===== config.mk =====
export PLATFORM = sky130hd
export DESIGN_NAME = servo_slew_pulse_generator_unit
export DESIGN_NICKNAME = d
export VERILOG_FILES = /design/src/rtl/ssp_pkg.sv /design/src/rtl/ssp_ramp.sv /design/src/rtl/ssp_pulse_map.sv /design/src/rtl/servo_slew_pulse_generator_unit.sv
export SDC_FILE = /design/constraint.sdc
export NUM_CORES = 2
export LEC_CHECK = 0
export BUFFER_PORTS_ARGS = -buffer_cell sky130_fd_sc_hd__clkbuf_2
export CAP_MARGIN = 20
export CORE_MARGIN = 2
export CORE_UTILIZATION = 55
export DETAILED_ROUTE_END_ITERATION = 10
export PLACE_DENSITY = 0.77
export SKIP_LAST_GASP = 1
export SLEW_MARGIN = 20
export SYNTH_ARGS = -nofsm -noshare
export SYNTH_HDL_FRONTEND = slang
export SYNTH_SLANG_ARGS = --single-unit

===== constraint.sdc =====
create_clock -name aclk -period 18.5 [get_ports aclk]
set_clock_uncertainty 0.15 [all_clocks]
set_input_delay 1.85 -clock aclk [delete_from_list [all_inputs] [get_ports aclk]]
set_output_delay 1.85 -clock aclk [all_outputs]
set_load 0.005 [all_outputs]

===== src/rtl/ssp_pkg.sv =====
// Package for the servo slew pulse generator.
// Holds item codes, register indexes, divide constants and the stage struct.
// No dependencies.
package ssp_pkg;

    localparam int ANGLE_W = 17;
    localparam int STEP_W  = 11;
    localparam int PULSE_W = 16;
    localparam int SLOPE_W = 24;
    localparam int MAXA_W  = 16;
    localparam int CFG_W   = 24;
    localparam int IDX_W   = 2;

    // speed * tick period, saturated so that the quotient tops out at 2047
    localparam int RATE_W    = 21;
    localparam int STEP_SAT  = 2048000;
    // floor(x / 1000) == (x * DIV_MULT) >> DIV_SHIFT for every x below 2^21
    localparam int DIV_SHIFT = 31;
    localparam int DIV_MULT  = 2147484;
    localparam int DIV_M_W   = 22;
    localparam int DIV_P_W   = RATE_W + DIV_M_W;

    typedef enum logic [1:0] {
        MODE_TICK   = 2'd0,
        MODE_SET    = 2'd1,
        MODE_SMOOTH = 2'd2
    } ssp_mode_t;

    typedef enum logic [IDX_W-1:0] {
        REG_MIN_PULSE   = 2'd0,
        REG_PULSE_SLOPE = 2'd1,
        REG_MAX_ANGLE   = 2'd2
    } ssp_reg_idx_t;

    localparam logic [PULSE_W-1:0] MIN_PULSE_RST   = 16'd500;
    localparam logic [SLOPE_W-1:0] PULSE_SLOPE_RST = 24'd7282;
    localparam logic [MAXA_W-1:0]  MAX_ANGLE_RST   = 16'd18000;

    typedef struct packed {
        logic                      valid;
        logic signed [ANGLE_W-1:0] angle;
        logic                      moving;
    } ssp_snap_t;

endpackage


===== src/rtl/ssp_ramp.sv =====
// Input register, ramp state and per-item snapshot stage.
// Depends on ssp_pkg.
module ssp_ramp import ssp_pkg::*; #(
    parameter int TICK_PERIOD_MS = 20
) (
    input  logic                      aclk,
    input  logic                      aresetn,
    input  logic                      s_valid,
    output logic                      s_ready,
    input  logic [1:0]                s_mode,
    input  logic signed [ANGLE_W-1:0] s_target_angle,
    input  logic [15:0]               s_speed,
    output ssp_snap_t                 snap,
    input  logic                      snap_ready
);

    logic                      s1_valid_reg;
    logic [1:0]                s1_mode_reg;
    logic signed [ANGLE_W-1:0] s1_target_reg;
    logic [RATE_W-1:0]         s1_rate_reg;
    logic [RATE_W-1:0]         s1_rate_next;
    logic [31:0]               speed_prod;

    logic signed [ANGLE_W-1:0] present_reg;
    logic signed [ANGLE_W-1:0] present_next;
    logic signed [ANGLE_W-1:0] goal_reg;
    logic signed [ANGLE_W-1:0] goal_next;
    logic [STEP_W-1:0]         step_reg;
    logic [STEP_W-1:0]         step_next;
    logic                      active_reg;
    logic                      active_next;

    logic                      s2_valid_reg;
    logic signed [ANGLE_W-1:0] s2_angle_reg;
    logic                      s2_moving_reg;

    logic                      s2_load;
    logic [DIV_P_W-1:0]        quot_prod;
    logic signed [ANGLE_W:0]   diff;
    logic [ANGLE_W:0]          mag;

    assign s2_load = !s2_valid_reg || snap_ready;
    assign s_ready = !s1_valid_reg || s2_load;

    assign speed_prod   = 32'(s_speed) * 32'(TICK_PERIOD_MS);
    assign s1_rate_next = (speed_prod >= 32'(STEP_SAT)) ? RATE_W'(STEP_SAT - 1)
                                                        : speed_prod[RATE_W-1:0];

    assign quot_prod = DIV_P_W'(s1_rate_reg) * DIV_P_W'(DIV_MULT);
    assign diff      = (ANGLE_W+1)'(goal_reg) - (ANGLE_W+1)'(present_reg);
    assign mag       = diff[ANGLE_W] ? (ANGLE_W+1)'(-diff) : (ANGLE_W+1)'(diff);

    always_comb begin
        present_next = present_reg;
        goal_next    = goal_reg;
        step_next    = step_reg;
        active_next  = active_reg;
        case (s1_mode_reg)
            MODE_SET: begin
                active_next  = 1'b0;
                present_next = s1_target_reg;
                goal_next    = s1_target_reg;
            end
            MODE_SMOOTH: begin
                goal_next   = s1_target_reg;
                step_next   = quot_prod[DIV_SHIFT +: STEP_W];
                active_next = 1'b1;
            end
            MODE_TICK: begin
                if (active_reg) begin
                    if (mag <= (ANGLE_W+1)'(step_reg)) begin
                        present_next = goal_reg;
                        active_next  = 1'b0;
                    end else if (diff[ANGLE_W]) begin
                        present_next = present_reg - ANGLE_W'(step_reg);
                    end else begin
                        present_next = present_reg + ANGLE_W'(step_reg);
                    end
                end
            end
            default: begin
            end
        endcase
    end

    always_ff @(posedge aclk) begin
        if (!aresetn) begin
            s1_valid_reg <= 1'b0;
            s2_valid_reg <= 1'b0;
            present_reg  <= '0;
            goal_reg     <= '0;
            step_reg     <= '0;
            active_reg   <= 1'b0;
        end else begin
            if (s_ready) begin
                s1_valid_reg <= s_valid;
            end
            if (s2_load) begin
                s2_valid_reg <= s1_valid_reg;
                if (s1_valid_reg) begin
                    present_reg <= present_next;
                    goal_reg    <= goal_next;
                    step_reg    <= step_next;
                    active_reg  <= active_next;
                end
            end
        end
    end

    always_ff @(posedge aclk) begin
        if (s_ready && s_valid) begin
            s1_mode_reg   <= s_mode;
            s1_target_reg <= s_target_angle;
            s1_rate_reg   <= s1_rate_next;
        end
        if (s2_load && s1_valid_reg) begin
            s2_angle_reg  <= present_next;
            s2_moving_reg <= active_next;
        end
    end

    assign snap.valid  = s2_valid_reg;
    assign snap.angle  = s2_angle_reg;
    assign snap.moving = s2_moving_reg;

endmodule


===== src/rtl/ssp_pulse_map.sv =====
// Angle clamp, Q16 slope multiply and saturating pulse add into the result register.
// Depends on ssp_pkg.
module ssp_pulse_map import ssp_pkg::*; (
    input  logic                      aclk,
    input  logic                      aresetn,
    input  ssp_snap_t                 snap,
    output logic                      snap_ready,
    input  logic [PULSE_W-1:0]        min_pulse,
    input  logic [SLOPE_W-1:0]        pulse_slope,
    input  logic [MAXA_W-1:0]         max_angle,
    output logic                      m_valid,
    input  logic                      m_ready,
    output logic [PULSE_W-1:0]        m_pulse_width,
    output logic signed [ANGLE_W-1:0] m_current_angle,
    output logic                      m_moving
);

    logic                      m_valid_reg;
    logic [PULSE_W-1:0]        pulse_reg;
    logic [PULSE_W-1:0]        pulse_next;
    logic signed [ANGLE_W-1:0] angle_reg;
    logic                      moving_reg;

    logic [MAXA_W-1:0]           clamped;
    logic [MAXA_W+SLOPE_W-1:0]   scaled;
    logic [SLOPE_W:0]            sum;

    assign snap_ready = !m_valid_reg || m_ready;

    always_comb begin
        if (snap.angle[ANGLE_W-1]) begin
            clamped = '0;
        end else if (snap.angle > $signed({1'b0, max_angle})) begin
            clamped = max_angle;
        end else begin
            clamped = snap.angle[MAXA_W-1:0];
        end
    end

    assign scaled     = (MAXA_W+SLOPE_W)'(clamped) * (MAXA_W+SLOPE_W)'(pulse_slope);
    assign sum        = (SLOPE_W+1)'(min_pulse) + (SLOPE_W+1)'(scaled[16 +: SLOPE_W]);
    assign pulse_next = (sum > (SLOPE_W+1)'({PULSE_W{1'b1}})) ? {PULSE_W{1'b1}}
                                                             : sum[PULSE_W-1:0];

    always_ff @(posedge aclk) begin
        if (!aresetn) begin
            m_valid_reg <= 1'b0;
        end else if (snap_ready) begin
            m_valid_reg <= snap.valid;
        end
    end

    always_ff @(posedge aclk) begin
        if (snap_ready && snap.valid) begin
            pulse_reg  <= pulse_next;
            angle_reg  <= snap.angle;
            moving_reg <= snap.moving;
        end
    end

    assign m_valid         = m_valid_reg;
    assign m_pulse_width   = pulse_reg;
    assign m_current_angle = angle_reg;
    assign m_moving        = moving_reg;

endmodule


===== src/rtl/servo_slew_pulse_generator_unit.sv =====
// Top level of the servo slew pulse generator: configuration registers and stages.
// Depends on ssp_pkg, ssp_ramp and ssp_pulse_map.
//
//   port group | direction | transfer when
//   s_*        | in        | s_valid && s_ready
//   m_*        | out       | m_valid && m_ready
//   cfg_*      | in        | cfg_we
//
// One item per cycle sustained while m_ready stays high; each result passes through
// the input register, the ramp state register and the result register.
// The ramp state update is the only loop and feeds back through the ramp state registers.
// Reset clears the ramp state and loads the register defaults.
// A stalled result holds its register; earlier stages keep filling until all are full.
module servo_slew_pulse_generator_unit import ssp_pkg::*; #(
    parameter int TICK_PERIOD_MS = 20
) (
    input  logic                      aclk,
    input  logic                      aresetn,
    input  logic                      s_valid,
    output logic                      s_ready,
    input  logic [1:0]                s_mode,
    input  logic signed [ANGLE_W-1:0] s_target_angle,
    input  logic [15:0]               s_speed,
    output logic                      m_valid,
    input  logic                      m_ready,
    output logic [PULSE_W-1:0]        m_pulse_width,
    output logic signed [ANGLE_W-1:0] m_current_angle,
    output logic                      m_moving,
    input  logic                      cfg_we,
    input  logic [IDX_W-1:0]          cfg_index,
    input  logic [CFG_W-1:0]          cfg_wdata
);

    logic [PULSE_W-1:0] min_pulse_reg;
    logic [SLOPE_W-1:0] pulse_slope_reg;
    logic [MAXA_W-1:0]  max_angle_reg;
    ssp_snap_t          snap;
    logic               snap_ready;

    always_ff @(posedge aclk) begin
        if (!aresetn) begin
            min_pulse_reg   <= MIN_PULSE_RST;
            pulse_slope_reg <= PULSE_SLOPE_RST;
            max_angle_reg   <= MAX_ANGLE_RST;
        end else if (cfg_we) begin
            case (cfg_index)
                REG_MIN_PULSE:   min_pulse_reg   <= cfg_wdata[PULSE_W-1:0];
                REG_PULSE_SLOPE: pulse_slope_reg <= cfg_wdata[SLOPE_W-1:0];
                REG_MAX_ANGLE:   max_angle_reg   <= cfg_wdata[MAXA_W-1:0];
                default: begin
                end
            endcase
        end
    end

    ssp_ramp #(
        .TICK_PERIOD_MS (TICK_PERIOD_MS)
    ) u_ramp (
        .aclk           (aclk),
        .aresetn        (aresetn),
        .s_valid        (s_valid),
        .s_ready        (s_ready),
        .s_mode         (s_mode),
        .s_target_angle (s_target_angle),
        .s_speed        (s_speed),
        .snap           (snap),
        .snap_ready     (snap_ready)
    );

    ssp_pulse_map u_map (
        .aclk            (aclk),
        .aresetn         (aresetn),
        .snap            (snap),
        .snap_ready      (snap_ready),
        .min_pulse       (min_pulse_reg),
        .pulse_slope     (pulse_slope_reg),
        .max_angle       (max_angle_reg),
        .m_valid         (m_valid),
        .m_ready         (m_ready),
        .m_pulse_width   (m_pulse_width),
        .m_current_angle (m_current_angle),
        .m_moving        (m_moving)
    );

endmodule


==> summary.md <==
| Metric | Value |
|---|---|
| Max VDD drop | 0.000183 V |
| Sink Count | 196 |
| Nets@finish | 4157 |
| Buf/Inv on CP | 5 |
| Mapped Area | 0.0293 mm² |
| Core area | 0.0527 mm² |
| Logic gate share of total power | 79.1% |
| Initial drt markers | 1537 |
| Ys Warns | 0 |
| Clock latency on the worst-skew pair | 0.47 ns |
| Leak | 15.2 nW |
| Sequential fraction of the synthesis area | 16.5% |
| DRC | 0 |
| HPWL after DPL | 58700 µm |
| Clk buf depth | 2 |
| PortBufs | 101 |
| GPL Wtd Cong | 0.918 |
| Gates resized, CTS repair | 0 |
| Vias | 22600 |
| Minimum clock period | 11.69 ns |
| Simple-Gate Fraction of Synth Area | 15.0% |
| Final setup viols | 0 |
| Commonest cells post-synth | inv_1 (630), nand2_1 (463), fa_1 (399) |
| Share of layout cells above drive strength 1 | 6.30% |
| Final WL | 72800 µm |
| Crit path largest cell delay | 0.81 ns |
| Area grow syn2layout | 6.28% |
| Flop pwr share | 12.4% |
| Grt ovf | 0 |
| Peak Freq | 85.5 MHz |
| Initial antenna violation count | 4 |
| Final WS setup | 6.81 ns |
| Slew @ Worst Pin | 1.08 ns |
| Post-synthesis register bit count | 196 |
| Crit path max fanout | 28 |
| Yosys top cell area share | 27.2% |
| Maxcap violations | 0 |
| Area fraction in compound gates after synthesis | 11.6% |
| Total track usage | 27.1% |
| Crit path max-delay family | adder cells |
| Max-slew violations | 0 |
| Nature of the critical path startpoint | flip-flop |
| Setup TNS | 0 ns |
| Root buffer cell | clkbuf_16 |
| Highest-delay cell along the critical path | o21ai_2 |
| Critical Path RT | 18.52 ns |
| Number of global-route vias before repair | 23100 |
| Die Y-Extent | 235 µm |
| Main combinational cell family by area after synthesis | adder cells |
| Largest net degree at the start of global routing | 110 |
| Post-synth ARST share | 0% |
| Switching pwr | 2.36 mW |
| Initial Utilization | 55.7% |
| Cts hold-fix bufs | 0 |
| GRT met1 Usage | 34.8% |
| CTS tree | done |
| Count leader, synth | inv_1 |
| Max reg flops | 24 |
| Most Crowded Layer GR | met2 |
| XOR/XNOR share of the synthesized area | 2.87% |
| Net Sw Frac | 49.9% |
| RSZ-0062 raised after global routing | false |
| Met2 Usage GRT | 45.8% |
| Post-Place Worst Slack | 6.85 ns |
| Worst hold path type | flip-flop to flip-flop |
| Adder-Cell Fraction of Synth Area | 43.9% |
| Syn Nets | 4124 |
| Syn_area_per_cell | 8.97 µm² |
| Internal | 2.37 mW |
| Fillcell total | 4492 |
| Synth area leaders | fa_1 (27%), ha_1 (17%), edfxtp_1 (9.3%), inv_1 (8.1%), dfxtp_1 (7.2%) |
| Crit end category | flip-flop |
| Wire per inst | 18.2 µm |
| Met3 Use GR | 3.72% |
| Final period util | 63.2% |
| Cells after Synth | 3269 |
| Cell repeated most along the worst path | fa_1 |
| EDFF count, synth | 91 |
| Reg clk slew, reported paths | 0.09 ns |
| Status | complete, no violations |
| Crit path kind | flip-flop to flip-flop |
| H-tree Lvls | 4 |
| Power per cell area | 152 mW/mm² |
| Die ar. | 0.0552 mm² |
| Drt pass-1 iters | 5 |
| IO Count | 102 |
| Cts bufs inserted | 17 |
| Area leader, netlist | fa_1 |
| Clk pwr share | 8.5% |
| Die X | 235 µm |
| Vias per cell | 5.64 |
| Hold Fails Final Rpt | 0 |
| Synth cell types | 86 |
| First-pass GRT wire length | 119000 µm |
| Slew margin rel. | 28.3% |
| # rows | 84 |
| Primary FF master, synth | dfxtp_1 |
| Post-CTS Setup Bufs | 0 |
| Post-route ant nets | 0 |
| Mux cell area share after synthesis | 0.452% |
| Data arrival, critical path | 11.71 ns |
-- cell usage in the layout (no fill, tap or decap), types with 70 or more instances in the layout --
master    netlist  routed
edfxtp_1       91      91
a21oi_1       101     100
inv_1         630     630
nand2_1       463     463
clkbuf_2        0     100
o21ai_0        80      80
fa_1          399     399
ha_1          390     390
and2_1        157     157
a21o_1         70      70
dfxtp_1       105     105
nor2_1         87      82
-- power by group through the flow --
stage / Sequential [mW] / Combinational (mW) / Clock [mW]
after floorplan: 0.565 / 2.83 / 0
after global placement: 0.596 / 3.59 / 0
after detailed placement: 0.596 / 3.70 / 0
after CTS: 0.586 / 3.74 / 0.405
after global routing: 0.591 / 4.28 / 0.419
final: 0.587 / 3.74 / 0.401
-- worst paths after layout --
check                               start                 endpoint  slack (ns)  cells after the start
setup / recovery  u_ramp.s2_angle_reg[15]  u_map.m_pulse_width[10]        6.81                     38
hold reg to reg      u_ramp.s2_moving_reg           u_map.m_moving        0.29                      0
hold / removal       u_ramp.s2_moving_reg           u_map.m_moving        0.29                      0
setup reg to reg  u_ramp.s2_angle_reg[15]  u_map.m_pulse_width[10]        6.81                     38
-- layer usage --
layer,part of all wire [%],vias to the layer above
li1,-,10600
met1,41,11000
met2,48,810
met3,7.0,183
met4,4.2,2
met5,0.011,-
-- cells by family after synthesis --
logic type,after synthesis
AND/OR/NAND/NOR,928
flip-flops,196
other,1
XOR/XNOR,96
adder cells (fa/ha/maj),789
buffers and inverters,752
AO/OA/AOI/OAI,494
multiplexers,13
-- through the flow --
step           util, %  total power, mW  hold slack, ns  cell area (µm²)  std cells
3_5_place_dp      58.0             4.30           0.274            30500       3971
3_3_place_gp      58.0             4.19           0.260            30500       3971
2_1_floorplan        -             3.40           0.250            29300       3269
4_1_cts           59.2             4.73           0.287            31200       4003
6_report          59.2             4.73           0.286            31200       4006
5_1_grt           59.2             5.29           0.299            31200       4005
-- final cells by class --
class / count / area, µm² / share of cell area, %
antenna: 3 / 7.51 / 0.0241
clock buffer: 17 / 425 / 1.36
clock inverter: 15 / 204 / 0.654
inverter: 631 / 2370 / 7.60
multi-input combinational: 2321 / 21700 / 69.6
sequential: 196 / 4830 / 15.5
tap: 688 / 861 / 2.76
timing repair buffer: 135 / 763 / 2.45
No activity file was read; power rests on OpenSTA's default activity.
